[src/rtl/core/crp_pkg.sv]
package crp_pkg;

   localparam int ANGLE_BITS  = 16;
   localparam int COORD_W     = 20;
   localparam int TRIG_W      = 16;
   localparam int CORD_W      = 24;
   localparam int CZ_W        = 18;
   localparam int CORD_STAGES = 14;
   localparam int CORD_GAIN   = 636751;
   localparam int PROD_W      = 36;
   localparam int NUM_W       = 36;
   localparam int DEN_W       = 21;
   localparam int OUT_W       = 24;
   localparam int DIV_CNT_W   = 6;
   localparam int VIEW_RESET  = 25600;

   localparam logic [1:0] REG_OFFSET_X = 2'd0;
   localparam logic [1:0] REG_OFFSET_Y = 2'd1;
   localparam logic [1:0] REG_OFFSET_Z = 2'd2;
   localparam logic [1:0] REG_VIEW     = 2'd3;

   localparam logic [1:0] CMD_NONE = 2'd0;

   typedef enum logic [1:0] {
      MIX_NONE,
      MIX_PROD_A,
      MIX_PROD_B,
      MIX_ACC
   } mix_op_type;

   typedef struct packed {
      logic       angle_upd;
      logic       cord_init;
      logic       cord_step;
      logic       cord_save;
      logic [1:0] axis;
      logic [3:0] iter;
      logic       corner_load;
      logic [2:0] corner;
      mix_op_type mix_op;
      logic [2:0] mix_idx;
      logic       div_load;
      logic       div_step;
      logic       div_save;
      logic       sel_y;
      logic       out_load;
   } crp_cmd_type;

   typedef struct packed {
      logic den_pos;
   } crp_status_type;

   // atan(2^-i), 65536 per turn
   function automatic logic [CZ_W-1:0] atan_lut(input logic [3:0] i);
      logic [CZ_W-1:0] r;
      case (i)
         4'd0:    r = CZ_W'(8192);
         4'd1:    r = CZ_W'(4836);
         4'd2:    r = CZ_W'(2555);
         4'd3:    r = CZ_W'(1297);
         4'd4:    r = CZ_W'(651);
         4'd5:    r = CZ_W'(326);
         4'd6:    r = CZ_W'(163);
         4'd7:    r = CZ_W'(81);
         4'd8:    r = CZ_W'(41);
         4'd9:    r = CZ_W'(20);
         4'd10:   r = CZ_W'(10);
         4'd11:   r = CZ_W'(5);
         4'd12:   r = CZ_W'(3);
         4'd13:   r = CZ_W'(1);
         default: r = '0;
      endcase
      return r;
   endfunction

   // sign bits of a corner: {z, y, x}, 1 = -1
   function automatic logic [2:0] corner_neg(input logic [2:0] k);
      return {k[2], k[1], k[1] ^ k[0]};
   endfunction

endpackage

[src/rtl/core/crp_ctrl.sv]
module crp_ctrl (
   input  logic                    clock,
   input  logic                    reset,
   input  logic                    req_tvalid,
   output logic                    req_tready,
   output logic                    rsp_tvalid,
   input  logic                    rsp_tready,
   input  crp_pkg::crp_status_type status,
   output crp_pkg::crp_cmd_type    cmd
);
   import crp_pkg::*;

   typedef enum logic [3:0] {
      S_IDLE,
      S_CORD_INIT,
      S_CORD_ITER,
      S_CORD_SAVE,
      S_CORNER,
      S_MIX_A,
      S_MIX_B,
      S_MIX_ACC,
      S_DIV_LOAD,
      S_DIV_ITER,
      S_DIV_SAVE,
      S_EMIT,
      S_OUT
   } state_type;

   state_type            state_ff;
   logic                 ready_ff;
   logic                 valid_ff;
   logic [1:0]           axis_ff;
   logic [3:0]           iter_ff;
   logic [2:0]           corner_ff;
   logic [2:0]           mix_ff;
   logic [DIV_CNT_W-1:0] div_cnt_ff;
   logic                 sel_y_ff;

   assign req_tready = ready_ff;
   assign rsp_tvalid = valid_ff;

   always_comb begin
      cmd             = '0;
      cmd.mix_op      = MIX_NONE;
      cmd.axis        = axis_ff;
      cmd.iter        = iter_ff;
      cmd.corner      = corner_ff;
      cmd.mix_idx     = mix_ff;
      cmd.sel_y       = sel_y_ff;
      case (state_ff)
         S_IDLE:      cmd.angle_upd   = req_tvalid && ready_ff;
         S_CORD_INIT: cmd.cord_init   = 1'b1;
         S_CORD_ITER: cmd.cord_step   = 1'b1;
         S_CORD_SAVE: cmd.cord_save   = 1'b1;
         S_CORNER:    cmd.corner_load = 1'b1;
         S_MIX_A:     cmd.mix_op      = MIX_PROD_A;
         S_MIX_B:     cmd.mix_op      = MIX_PROD_B;
         S_MIX_ACC:   cmd.mix_op      = MIX_ACC;
         S_DIV_LOAD:  cmd.div_load    = status.den_pos;
         S_DIV_ITER:  cmd.div_step    = 1'b1;
         S_DIV_SAVE:  cmd.div_save    = 1'b1;
         S_EMIT:      cmd.out_load    = 1'b1;
         default:     cmd.mix_op      = MIX_NONE;
      endcase
   end

   always_ff @(posedge clock) begin
      if (reset) begin
         state_ff   <= S_IDLE;
         ready_ff   <= 1'b1;
         valid_ff   <= 1'b0;
         axis_ff    <= '0;
         iter_ff    <= '0;
         corner_ff  <= '0;
         mix_ff     <= '0;
         div_cnt_ff <= '0;
         sel_y_ff   <= 1'b0;
      end else begin
         case (state_ff)
            S_IDLE: begin
               if (req_tvalid && ready_ff) begin
                  ready_ff <= 1'b0;
                  axis_ff  <= '0;
                  state_ff <= S_CORD_INIT;
               end
            end
            S_CORD_INIT: begin
               iter_ff  <= '0;
               state_ff <= S_CORD_ITER;
            end
            S_CORD_ITER: begin
               if (iter_ff == 4'(CORD_STAGES - 1)) begin
                  state_ff <= S_CORD_SAVE;
               end else begin
                  iter_ff <= iter_ff + 4'd1;
               end
            end
            S_CORD_SAVE: begin
               if (axis_ff == 2'd2) begin
                  corner_ff <= '0;
                  state_ff  <= S_CORNER;
               end else begin
                  axis_ff  <= axis_ff + 2'd1;
                  state_ff <= S_CORD_INIT;
               end
            end
            S_CORNER: begin
               mix_ff   <= '0;
               state_ff <= S_MIX_A;
            end
            S_MIX_A: state_ff <= S_MIX_B;
            S_MIX_B: state_ff <= S_MIX_ACC;
            S_MIX_ACC: begin
               if (mix_ff == 3'd5) begin
                  sel_y_ff <= 1'b0;
                  state_ff <= S_DIV_LOAD;
               end else begin
                  mix_ff   <= mix_ff + 3'd1;
                  state_ff <= S_MIX_A;
               end
            end
            S_DIV_LOAD: begin
               div_cnt_ff <= '0;
               state_ff   <= status.den_pos ? S_DIV_ITER : S_EMIT;
            end
            S_DIV_ITER: begin
               if (div_cnt_ff == DIV_CNT_W'(NUM_W - 1)) begin
                  state_ff <= S_DIV_SAVE;
               end else begin
                  div_cnt_ff <= div_cnt_ff + DIV_CNT_W'(1);
               end
            end
            S_DIV_SAVE: begin
               if (sel_y_ff) begin
                  state_ff <= S_EMIT;
               end else begin
                  sel_y_ff <= 1'b1;
                  state_ff <= S_DIV_LOAD;
               end
            end
            S_EMIT: begin
               valid_ff <= 1'b1;
               state_ff <= S_OUT;
            end
            S_OUT: begin
               if (rsp_tready) begin
                  valid_ff <= 1'b0;
                  if (corner_ff == 3'd7) begin
                     ready_ff <= 1'b1;
                     state_ff <= S_IDLE;
                  end else begin
                     corner_ff <= corner_ff + 3'd1;
                     state_ff  <= S_CORNER;
                  end
               end
            end
            default: state_ff <= S_IDLE;
         endcase
      end
   end

endmodule

[src/rtl/core/crp_dpath.sv]
module crp_dpath (
   input  logic                                clock,
   input  logic                                reset,
   input  crp_pkg::crp_cmd_type                cmd,
   output crp_pkg::crp_status_type             status,
   input  logic [1:0]                          command,
   input  logic signed [15:0]                  angle_step,
   input  logic                                csr_valid,
   input  logic [1:0]                          csr_index,
   input  logic [15:0]                         csr_data,
   output logic [2:0]                          corner_index,
   output logic signed [crp_pkg::OUT_W-1:0]    screen_x,
   output logic signed [crp_pkg::OUT_W-1:0]    screen_y,
   output logic                                behind_viewer,
   output logic                                last_corner
);
   import crp_pkg::*;

   // configuration
   logic signed [15:0] off_x_ff, off_y_ff, off_z_ff;
   logic [15:0]        view_ff;

   always_ff @(posedge clock) begin
      if (reset) begin
         off_x_ff <= '0;
         off_y_ff <= '0;
         off_z_ff <= '0;
         view_ff  <= 16'(VIEW_RESET);
      end else if (csr_valid) begin
         case (csr_index)
            REG_OFFSET_X: off_x_ff <= csr_data;
            REG_OFFSET_Y: off_y_ff <= csr_data;
            REG_OFFSET_Z: off_z_ff <= csr_data;
            REG_VIEW:     view_ff  <= csr_data;
            default:      view_ff  <= view_ff;
         endcase
      end
   end

   // angles
   logic [ANGLE_BITS-1:0] angle_ff [3];
   logic signed [31:0]    step_wide;
   logic [1:0]            upd_axis;

   assign step_wide = 32'(angle_step);
   assign upd_axis  = command - 2'd1;

   always_ff @(posedge clock) begin
      if (reset) begin
         angle_ff[0] <= '0;
         angle_ff[1] <= '0;
         angle_ff[2] <= '0;
      end else if (cmd.angle_upd && command != CMD_NONE) begin
         angle_ff[upd_axis] <= angle_ff[upd_axis] + step_wide[ANGLE_BITS-1:0];
      end
   end

   // cordic
   logic [31:0]              phase_wide;
   logic [15:0]              phase;
   logic signed [CORD_W-1:0] cx_ff, cy_ff;
   logic signed [CZ_W-1:0]   cz_ff;
   logic [1:0]               quad_ff;
   logic signed [CORD_W-1:0] dx, dy;
   logic signed [CZ_W-1:0]   atan_v;
   logic signed [TRIG_W-1:0] cr, sr, sin_in, cos_in;
   logic signed [TRIG_W-1:0] sin_ff [3];
   logic signed [TRIG_W-1:0] cos_ff [3];

   function automatic logic signed [TRIG_W-1:0] to_q14(input logic signed [CORD_W-1:0] v);
      logic signed [CORD_W:0]   s;
      logic signed [CORD_W-6:0] r;
      s = (CORD_W+1)'(v) + (CORD_W+1)'(32);
      r = (CORD_W-5)'(s >>> 6);
      if (r > (CORD_W-5)'(16384)) begin
         r = (CORD_W-5)'(16384);
      end else if (r < -(CORD_W-5)'(16384)) begin
         r = -(CORD_W-5)'(16384);
      end
      return TRIG_W'(r);
   endfunction

   assign phase_wide = {angle_ff[cmd.axis], {(32 - ANGLE_BITS){1'b0}}};
   assign phase      = phase_wide[31:16];
   assign dx         = cy_ff >>> cmd.iter;
   assign dy         = cx_ff >>> cmd.iter;
   assign atan_v     = atan_lut(cmd.iter);
   assign cr         = to_q14(cx_ff);
   assign sr         = to_q14(cy_ff);

   always_comb begin
      case (quad_ff)
         2'd0:    begin sin_in = sr;  cos_in = cr;  end
         2'd1:    begin sin_in = cr;  cos_in = -sr; end
         2'd2:    begin sin_in = -sr; cos_in = -cr; end
         default: begin sin_in = -cr; cos_in = sr;  end
      endcase
   end

   always_ff @(posedge clock) begin
      if (cmd.cord_init) begin
         cx_ff   <= CORD_W'(CORD_GAIN);
         cy_ff   <= '0;
         cz_ff   <= CZ_W'(phase[13:0]);
         quad_ff <= phase[15:14];
      end else if (cmd.cord_step) begin
         if (!cz_ff[CZ_W-1]) begin
            cx_ff <= cx_ff - dx;
            cy_ff <= cy_ff + dy;
            cz_ff <= cz_ff - atan_v;
         end else begin
            cx_ff <= cx_ff + dx;
            cy_ff <= cy_ff - dy;
            cz_ff <= cz_ff + atan_v;
         end
      end
      if (cmd.cord_save) begin
         sin_ff[cmd.axis] <= sin_in;
         cos_ff[cmd.axis] <= cos_in;
      end
   end

   // rotation
   logic signed [COORD_W-1:0] rx_ff, ry_ff, rz_ff, t_ff;
   logic [2:0]                neg;
   logic signed [COORD_W-1:0] op_a, op_b, mul_c;
   logic signed [TRIG_W-1:0]  trig_s, trig_c, op_ca, op_cb, mul_t;
   logic signed [PROD_W-1:0]  prod_a_ff, prod_b_ff, mul_p;
   logic signed [PROD_W:0]    mix_sum;
   logic signed [COORD_W-1:0] mix_res;
   logic [1:0]                trig_axis;

   assign neg       = corner_neg(cmd.corner);
   assign trig_axis = cmd.mix_idx[2:1];
   assign trig_s    = sin_ff[trig_axis];
   assign trig_c    = cos_ff[trig_axis];
   assign op_a      = (cmd.mix_idx < 3'd2) ? ry_ff : rx_ff;
   assign op_b      = (cmd.mix_idx < 3'd4) ? rz_ff : ry_ff;
   assign op_ca     = cmd.mix_idx[0] ? trig_s : trig_c;
   assign op_cb     = cmd.mix_idx[0] ? trig_c : trig_s;
   assign mul_c     = (cmd.mix_op == MIX_PROD_A) ? op_a : op_b;
   assign mul_t     = (cmd.mix_op == MIX_PROD_A) ? op_ca : op_cb;
   assign mul_p     = PROD_W'(mul_c * mul_t);
   assign mix_sum   = (cmd.mix_idx[0] ? (PROD_W+1)'(prod_a_ff) + (PROD_W+1)'(prod_b_ff)
                                      : (PROD_W+1)'(prod_a_ff) - (PROD_W+1)'(prod_b_ff))
                      + (PROD_W+1)'(8192);
   assign mix_res   = COORD_W'(mix_sum >>> 14);

   always_ff @(posedge clock) begin
      if (cmd.corner_load) begin
         rx_ff <= (neg[0] ? -COORD_W'(256) : COORD_W'(256)) + COORD_W'(off_x_ff);
         ry_ff <= (neg[1] ? -COORD_W'(256) : COORD_W'(256)) + COORD_W'(off_y_ff);
         rz_ff <= (neg[2] ? -COORD_W'(256) : COORD_W'(256)) + COORD_W'(off_z_ff);
      end else if (cmd.mix_op == MIX_ACC) begin
         case (cmd.mix_idx)
            3'd1:    begin rz_ff <= mix_res; ry_ff <= t_ff; end
            3'd3:    begin rz_ff <= mix_res; rx_ff <= t_ff; end
            3'd5:    begin ry_ff <= mix_res; rx_ff <= t_ff; end
            default: t_ff <= mix_res;
         endcase
      end
      if (cmd.mix_op == MIX_PROD_A) begin
         prod_a_ff <= mul_p;
      end
      if (cmd.mix_op == MIX_PROD_B) begin
         prod_b_ff <= mul_p;
      end
   end

   // projection and serial divide
   logic signed [DEN_W-1:0]   den;
   logic                      den_pos;
   logic signed [COORD_W-1:0] src;
   logic [COORD_W-1:0]        src_mag;
   logic [NUM_W-1:0]          num;
   logic [NUM_W-1:0]          quo_ff;
   logic [DEN_W-2:0]          rem_ff;
   logic                      neg_ff;
   logic [DEN_W-1:0]          rem_sh;
   logic                      q_bit;
   logic signed [OUT_W-1:0]   sat_in;
   logic signed [OUT_W-1:0]   px_ff, py_ff;

   assign den     = DEN_W'(rz_ff) + DEN_W'({1'b0, view_ff});
   assign den_pos = !den[DEN_W-1] && (den != '0);
   assign status.den_pos = den_pos;
   assign src     = cmd.sel_y ? ry_ff : rx_ff;
   assign src_mag = src[COORD_W-1] ? COORD_W'(-src) : COORD_W'(src);
   assign num     = NUM_W'(view_ff * src_mag);
   assign rem_sh  = {rem_ff, quo_ff[NUM_W-1]};
   assign q_bit   = (rem_sh >= den);

   always_comb begin
      if (neg_ff) begin
         sat_in = (quo_ff > NUM_W'(8388608)) ? OUT_W'(24'h800000) : OUT_W'(-quo_ff);
      end else begin
         sat_in = (quo_ff > NUM_W'(8388607)) ? OUT_W'(24'h7FFFFF) : OUT_W'(quo_ff);
      end
   end

   always_ff @(posedge clock) begin
      if (cmd.div_load) begin
         quo_ff <= num;
         rem_ff <= '0;
         neg_ff <= src[COORD_W-1];
      end else if (cmd.div_step) begin
         rem_ff <= q_bit ? (DEN_W-1)'(rem_sh - den) : (DEN_W-1)'(rem_sh);
         quo_ff <= {quo_ff[NUM_W-2:0], q_bit};
      end
      if (cmd.div_save) begin
         if (cmd.sel_y) begin
            py_ff <= sat_in;
         end else begin
            px_ff <= sat_in;
         end
      end
   end

   // result register
   always_ff @(posedge clock) begin
      if (cmd.out_load) begin
         corner_index  <= cmd.corner;
         screen_x      <= den_pos ? px_ff : '0;
         screen_y      <= den_pos ? py_ff : '0;
         behind_viewer <= !den_pos;
         last_corner   <= (cmd.corner == 3'd7);
      end
   end

endmodule

[src/rtl/core/cube_rotate_project_core.sv]
// channel | dir | handshake             | payload
// req     | in  | req_tvalid/req_tready | tdata angle_step, tuser command
// rsp     | out | rsp_tvalid/rsp_tready | tdata corner/x/y, tuser behind, tlast
// csr     | in  | csr_valid/csr_ready   | csr_index, csr_data
//
// One request at a time; eight responses follow, last one with tlast.
// Each request runs the iterative CORDIC for three angles (14 steps plus
// load and save each), then per corner: load and run six rotation mixes on
// one shared multiplier, two 36-step serial divides (skipped behind the
// viewer) and present the result.
// Synchronous active-high reset; angles cleared, view distance 100.0.
// Response stalls hold the pipeline; csr writes are always taken.
module cube_rotate_project_core (
   input  logic        clock,
   input  logic        reset,
   input  logic        req_tvalid,
   output logic        req_tready,
   input  logic [15:0] req_tdata,   // [15:0] angle_step
   input  logic [1:0]  req_tuser,   // [1:0] command
   output logic        rsp_tvalid,
   input  logic        rsp_tready,
   output logic [55:0] rsp_tdata,   // [2:0] corner_index, [26:3] screen_x, [50:27] screen_y
   output logic        rsp_tuser,   // [0] behind_viewer
   output logic        rsp_tlast,
   input  logic        csr_valid,
   output logic        csr_ready,
   input  logic [1:0]  csr_index,
   input  logic [15:0] csr_data
);
   import crp_pkg::*;

   crp_cmd_type             cmd;
   crp_status_type          status;
   logic [2:0]              corner_index;
   logic signed [OUT_W-1:0] screen_x, screen_y;
   logic                    behind_viewer;
   logic                    last_corner;

   assign csr_ready = 1'b1;

   crp_ctrl u_ctrl (
      .clock      (clock),
      .reset      (reset),
      .req_tvalid (req_tvalid),
      .req_tready (req_tready),
      .rsp_tvalid (rsp_tvalid),
      .rsp_tready (rsp_tready),
      .status     (status),
      .cmd        (cmd)
   );

   crp_dpath u_dpath (
      .clock         (clock),
      .reset         (reset),
      .cmd           (cmd),
      .status        (status),
      .command       (req_tuser),
      .angle_step    (req_tdata),
      .csr_valid     (csr_valid && csr_ready),
      .csr_index     (csr_index),
      .csr_data      (csr_data),
      .corner_index  (corner_index),
      .screen_x      (screen_x),
      .screen_y      (screen_y),
      .behind_viewer (behind_viewer),
      .last_corner   (last_corner)
   );

   assign rsp_tdata = {5'd0, screen_y, screen_x, corner_index};
   assign rsp_tuser = behind_viewer;
   assign rsp_tlast = last_corner;

endmodule

[config.mk]
export PLATFORM = sky130hd
export DESIGN_NAME = cube_rotate_project_core
export DESIGN_NICKNAME = d
export VERILOG_FILES = /design/src/rtl/core/crp_pkg.sv /design/src/rtl/core/crp_ctrl.sv /design/src/rtl/core/crp_dpath.sv /design/src/rtl/core/cube_rotate_project_core.sv
export SDC_FILE = /design/constraint.sdc
export NUM_CORES = 2
export LEC_CHECK = 0
export ABC_AREA = 1
export BUFFER_PORTS_ARGS = -buffer_cell sky130_fd_sc_hd__buf_4
export CAP_MARGIN = 40
export CORE_MARGIN = 10
export CORE_UTILIZATION = 35
export DETAILED_ROUTE_END_ITERATION = 10
export PLACE_DENSITY = 0.59
export SKIP_CTS_REPAIR_TIMING = 1
export SYNTH_ARGS = -nofsm -noshare
export SYNTH_HDL_FRONTEND = slang
export SYNTH_HIERARCHICAL = 1
export SYNTH_SLANG_ARGS = --single-unit
export TNS_END_PERCENT = 50
[constraint.sdc]
create_clock -name clock -period 7.4 [get_ports clock]
set_input_delay 1.85 -clock clock [delete_from_list [all_inputs] [get_ports clock]]
set_output_delay 1.85 -clock clock [all_outputs]
set_load 0.02 [all_outputs]
### Word level (Yosys, flattened, before mapping)

Memories as Yosys holds them, arrays and structs flattened. A register that Yosys moved wholly into a read port is not among the register bits.
Index checks and enable logic that the tools add are counted.

| word-level totals | value |
|---|---|
| flip-flop bits (word level) | 463 |
| bits in latches | 0 |
| bits in writable memories | 144 |
| memory bits (read-only) | 224 |
| input bits | 41 |
| output and inout port bits | 61 |
| logic and storage cells | 265 |
| memories | 4 |

Memories:

| name | words | width | read ports | clocked after Yosys merged registers in | write ports | RTL line | source |
|---|---|---|---|---|---|---|---|
| (name not given) | 16 | 14 | 1 | 1 | 0 | crp_pkg.sv:56 | `case (i)` |
| u_dpath.angle_ff | 3 | 16 | 2 | 1 | 3 | crp_dpath.sv:41 | `logic [ANGLE_BITS-1:0] angle_ff [3];` |
| u_dpath.cos_ff | 3 | 16 | 1 | 1 | 1 | crp_dpath.sv:68 | `logic signed [TRIG_W-1:0] cos_ff [3];` |
| u_dpath.sin_ff | 3 | 16 | 1 | 1 | 1 | crp_dpath.sv:67 | `logic signed [TRIG_W-1:0] sin_ff [3];` |

| cells by class | value |
|---|---|
| add/sub/neg operators | 27 |
| multipliers | 2 |
| divide/modulo/power cells | 0 |
| magnitude comparators | 9 |
| equality and inequality tests | 39 |
| shifts and indexed selects | 2 |
| mux-type cells | 97 |
| bitwise gates (word level) | 4 |
| reductions and logical operators | 47 |

Operators with widths:

| operator | count |
|---|---|
| 2-to-1 mux 20 bit | 17 |
| 2-to-1 mux 16 bit | 8 |
| 2-to-1 mux 24 bit | 5 |
| case mux 16 bit (3 select lines) | 2 |
| 2-to-1 mux 36 bit | 2 |
| adder 20 x 16 -> 20 bit | 3 |
| case mux 4 bit (13 select lines) | 1 |
| adder 24 x 7 -> 25 bit (second input constant) | 2 |
| adder 24 bit | 2 |
| >>> shifter 24 x 4 -> 24 bit | 2 |
| subtractor 24 bit | 2 |
| case mux 20 bit (2 select lines) | 1 |
| greater-than comparator 19 x 16 -> 1 bit (second input constant) | 2 |
| less-than comparator 19 x 15 -> 1 bit (second input constant) | 2 |
| greater-than comparator 36 x 23 -> 1 bit (second input constant) | 1 |
| greater-than comparator 36 x 24 -> 1 bit (second input constant) | 1 |
| multiplier 16 x 20 -> 36 bit | 1 |
| adder 34 x 15 -> 34 bit (second input constant) | 1 |
| adder 34 bit | 1 |
| multiplier 20 x 16 -> 34 bit | 1 |
| 2-to-1 mux 34 bit | 1 |
| subtractor 34 bit | 1 |
| 2-to-1 mux 4 bit | 8 |
| negation 16 bit | 2 |
| 54 further kinds | 158 |

### Longest topological paths before layout

| depth | value |
|---|---|
| depth after elaboration | 8 |
| depth in mapped cells | 40 |
| depth with buffers taken out | 38 |

### Cells and area by module

Netlist, hierarchy kept.

By module, submodules not included:

| module | instances | cells an instance | area an instance (µm²) | seq. area each (µm²) |
|---|---|---|---|---|
| crp_dpath | 1 | 7977 | 62052.0 | 16595.9 |
| crp_ctrl | 1 | 235 | 1480.2 | 500.5 |
| cube_rotate_project_core | 1 | 8 | 52.6 | 0.0 |

### Worst setup path after synthesis

No wires, ideal clock.

| timing | value |
|---|---|
| path kind | register to register |
| from | register u_ctrl.state_ff[3] |
| to | register u_dpath.prod_a_ff[33] (data pin) |
| arrival time | 7.631 ns |
| data required time | 7.131 ns |
| setup slack | -0.500 ns |
| stages on the path, launching flop included | 30 |
| clock period less this slack | 7.900 ns |
| path through | dfxtp_1 > inv_1 > nand2_1 > nor2_1 > nand2_1 > inv_1 > clkbuf_1 > clkbuf_1 > a32oi_1 > inv_1 > nor2_1 > fa_1 > inv_1 > fa_1 > fa_1 > fa_1 > inv_1 > fa_1 > inv_1 > fa_1 > inv_1 > ha_1 > nand2_1 > nor4_1 > nand3_1 > nand3_1 > nand2_1 > o211ai_1 > a41oi_1 > xor2_1 |

RTL lines:

| item | RTL line | source |
|---|---|---|
| from (decl) | crp_ctrl.sv:29 | `state_type state_ff;` |
| from (signal assigned) | crp_ctrl.sv:124 | `state_ff <= status.den_pos ? S_DIV_ITER : S_EMIT;` |
| to (signal assigned) | crp_dpath.sv:163 | `prod_a_ff <= mul_p;` |
| to (decl) | crp_dpath.sv:128 | `logic signed [PROD_W-1:0] prod_a_ff, prod_b_ff, mul_p;` |

### Final worst setup path

| timing | value |
|---|---|
| from | register u_ctrl.sel_y_ff |
| to | register u_dpath.quo_ff[33] (data pin) |

| on the way | value |
|---|---|
| word-level cells in the longest chain between the ends | 5 |

RTL lines:

| item | RTL line | source |
|---|---|---|
| from (decl) | crp_ctrl.sv:37 | `logic sel_y_ff;` |
| from (signal assigned) | crp_ctrl.sv:77 | `sel_y_ff <= 1'b0;` |
| from (signal assigned) | crp_ctrl.sv:115 | `sel_y_ff <= 1'b0;` |
| from (signal assigned) | crp_ctrl.sv:137 | `sel_y_ff <= 1'b1;` |
| 2-to-1 mux 20 bit (*) | crp_dpath.sv:187 | `assign src = cmd.sel_y ? ry_ff : rx_ff;` |
| negation 20 bit | crp_dpath.sv:188 | `assign src_mag = src[COORD_W-1] ? COORD_W'(-src) : COORD_W'(src);` |
| 2-to-1 mux 20 bit (*) | crp_dpath.sv:188 |  |
| multiplier 16 x 20 -> 36 bit (*) | crp_dpath.sv:189 | `assign num = NUM_W'(view_ff * src_mag);` |
| 2-to-1 mux 36 bit (*) | crp_dpath.sv:202 | `if (cmd.div_load) begin` |
| to (signal assigned) | crp_dpath.sv:203 | `quo_ff <= num;` |
| to (signal assigned) | crp_dpath.sv:208 | `quo_ff <= {quo_ff[NUM_W-2:0], q_bit};` |
| to (decl) | crp_dpath.sv:176 | `logic [NUM_W-1:0] quo_ff;` |

Mark *: on every way between the ends. The rest lies on a longest branch, timed or not.
A chain may end at the register's enable or synchronous reset.

==> results.cfg <==
[status]
outcome = completed

[power]
peakVddDrop_mv = 0.587
p_leak_uw = 0.0346
p_per_area_nw_per_um2 = 422

[floorplan]
die_w_um = 446
rows = 156
die_area_sq_um = 199000
start_util_pct = 35.2
io_pins = 102
core_area_sq_um = 181000
fp.dieH_um = 446

[final_layout]
area.growth.synth_to_final_pct = 17.5
drive_above_1_share_pct = 12.7
stdcell_count = 11131
fin_nets = 9695
utilization_pct = 41.3

[worst_setup_path]
reg2reg_depth = 32
crit_top_cell = fa_1
endpoint_kind = flop
cp_max_fo = 6
slowest_stage = fa_1
crit_type = flop to flop
crit_family = adder cells
startpoint_type = flop
critPathLaunch = u_ctrl/sel_y_ff
crit_arrival_ns = 7.73
crit_end = u_dpath/quo_ff[33]
max_stage_delay_ns = 0.58
crit_cells = 32
rr_endpoint = u_dpath/quo_ff[33]
r2r-start = u_ctrl/sel_y_ff
reg2reg_slack_ns = 0.13
cp.required_ns = 7.85
cp_num_buf_inv = 12

[synth]
yosys-top-cells-area = edfxtp_1 (22%), fa_1 (18%), nand2_1 (11%), inv_1 (8.1%), ha_1 (7.7%)
synth_area_leader_cell = edfxtp_1
ys_types = 71
synth_common_cells = nand2_1 (1805), inv_1 (1369), nor2_1 (957), fa_1 (563), o21ai_0 (504)
synth_cells = 8220
synthArstFlopShare_pct = 0
synth_flop_cell = edfxtp_1
synth_top_area_share_pct = 21.8
yosysMostFrequentCell = nand2_1
syn-cell-area_sq_um = 63600
seq_area_frac_synth_pct = 26.9
yosysWarningCount = 6
synth_edf_count = 462
synth.ff_latch_count = 623
syn_area_per_cell_sq_um = 7.74

[detailed_routing]
routed_wl_mm = 206
drtIter0Drc = 5132
first_pass_iters = 7
wl_per_cell_um = 18.5
final_antenna_net_count = 0
via_count = 57034
vias_per_cell = 5.12
drc = 0

[sta]
max_freq_mhz = 137
post-route-period-util_pct = 98.3
drv_slew = 0
rsz0062_at_grt = yes
hold_ws_ns = 0.459
slew_headroom_pct = 37.1
finalClockSkew_ns = 0.0515
period_needed_ns = 7.27
setup_ws_ns = 0.126
finalHoldViolCount = 0
tns_ns = 0
tightest_slew_ns = 0.942
setup_viol = 0

[clocking]
h-tree-depth = 3
cts_tree = yes
cts_buffers = 75
root_buffer = clkbuf_16
clk_path_buf_depth = 3
clk_pin_slew_ns = 0.06
cts.sinks = 623
clkLatencyLatePin_ns = 0.72

[grt]
grt_pass1_wl_mm = 318
antenna_found_initial = 2
grt_pass1_vias = 55765
grt_use_total_pct = 20.1
grt_overflow_total = 0
grt_max_degree = 86

[placed_design]
post-dp-hpwl_mm = 163
dp_cells = 10935
dp_worst_setup_slack_ns = -0.285
routabilityCongestion = 0.950
io_buffers = 95

[flow_run]
cap_violations = 0

[min_path]
hold_class = flop to flop
[how the worst min path moves through the flow]
stage | startpoint | end | cells past startpoint
after global placement | u_dpath/off_z_ff[5] | u_dpath/off_z_ff[5] | 2
after floorplan | u_dpath/off_z_ff[0] | u_dpath/off_z_ff[0] | 2
after CTS | u_dpath/off_z_ff[5] | u_dpath/off_z_ff[5] | 2
final | u_dpath/off_z_ff[3] | u_dpath/off_z_ff[3] | 2
after detailed placement | u_dpath/off_z_ff[5] | u_dpath/off_z_ff[5] | 2
after global routing | u_dpath/off_z_ff[5] | u_dpath/off_z_ff[5] | 2
[final cells by class]
class	count	area (sq um)
sequential	623	17100
clock buffer	99	2080
multi-input combinational	5944	41200
antenna	2	5.00
clock inverter	38	449
inverter	1409	5370
timing repair inverter	2	12.5
fill	18269	106000
timing repair buffer	644	5460
tap	2370	2970
[worst min-delay path, cell delays in order, from the launching register on]
cell and delay [ns]:
dfxtp_1 0.30, inv_1 0.06, a21oi_1 0.05
[per-layer routing]
| metal | vias up | share of wire (%) | global-route usage, % |
|---|---|---|---|
| met5 | - | 0 | 0 |
| met4 | 0 | 3.9 | 7.32 |
| met3 | 359 | 6.5 | 2.81 |
| met2 | 1892 | 46 | 32.3 |
| met1 | 27475 | 44 | 27.4 |
| li1 | 27308 | - | - |
[stage by stage]
stage                     area [sq um]  total power [uW]
after floorplan                  63700             18900
after global placement           70200             26100
after detailed placement         70400             26400
after CTS                        72900             30400
after global routing             74700             34300
final                            74700             31500
[cell families after synthesis]
family	after synthesis	synth area share (%)
other	3	0.0177
adder cells (fa/ha/maj)	955	25.4
flip-flops	623	26.9
XOR/XNOR	293	4.07
AO/OA/AOI/OAI	1331	11.9
buffers and inverters	1672	10.2
multiplexers	2	0.0315
AND/OR/NAND/NOR	3341	21.5
[power breakdown]
part	switching [uW]	leakage, uW	internal [uW]	total [uW]
Sequential	380	0.00558	5020	5400
Clock	1600	0.00122	2220	3820
Combinational	13200	0.0278	9100	22300
[flip-flops by register name, summed over array words and instances (netlist names), 18 cells and up]
register and flops:
u_dpath/angle_ff 64, u_dpath/cos_ff 48, u_dpath/cx_ff 24, u_dpath/cy_ff 24
u_dpath/cz_ff 18, u_dpath/prod_a_ff 34, u_dpath/prod_b_ff 34, u_dpath/px_ff 24
u_dpath/py_ff 24, u_dpath/quo_ff 36, u_dpath/rem_ff 20, u_dpath/rx_ff 20
u_dpath/ry_ff 20, u_dpath/rz_ff 20, u_dpath/screen_x 24, u_dpath/screen_y 24
u_dpath/sin_ff 48, u_dpath/t_ff 20
[layout by cell type, fill, tap and decap left out, types with 23 or more instances in the layout]
cell type and count:
xor2_1 190, nand2_2 37, a21oi_1 375, dfxtp_1 157
buf_12 31, o211ai_1 87, fa_1 551, clkinv_1 24
xnor2_1 98, nand3_1 301, ha_1 369, nand4_1 78
buf_4 584, nor3_1 56, clkbuf_16 81, a21o_1 23
edfxtp_1 462, o22ai_1 29, inv_2 38, o21bai_1 23
nor2_2 42, a21oi_2 26, inv_1 1333, o21ai_2 26
o21ai_0 485, nor2_1 929, nand2_1 1771, o21ai_1 89
Note: power is estimated with default switching activity, not from simulation.
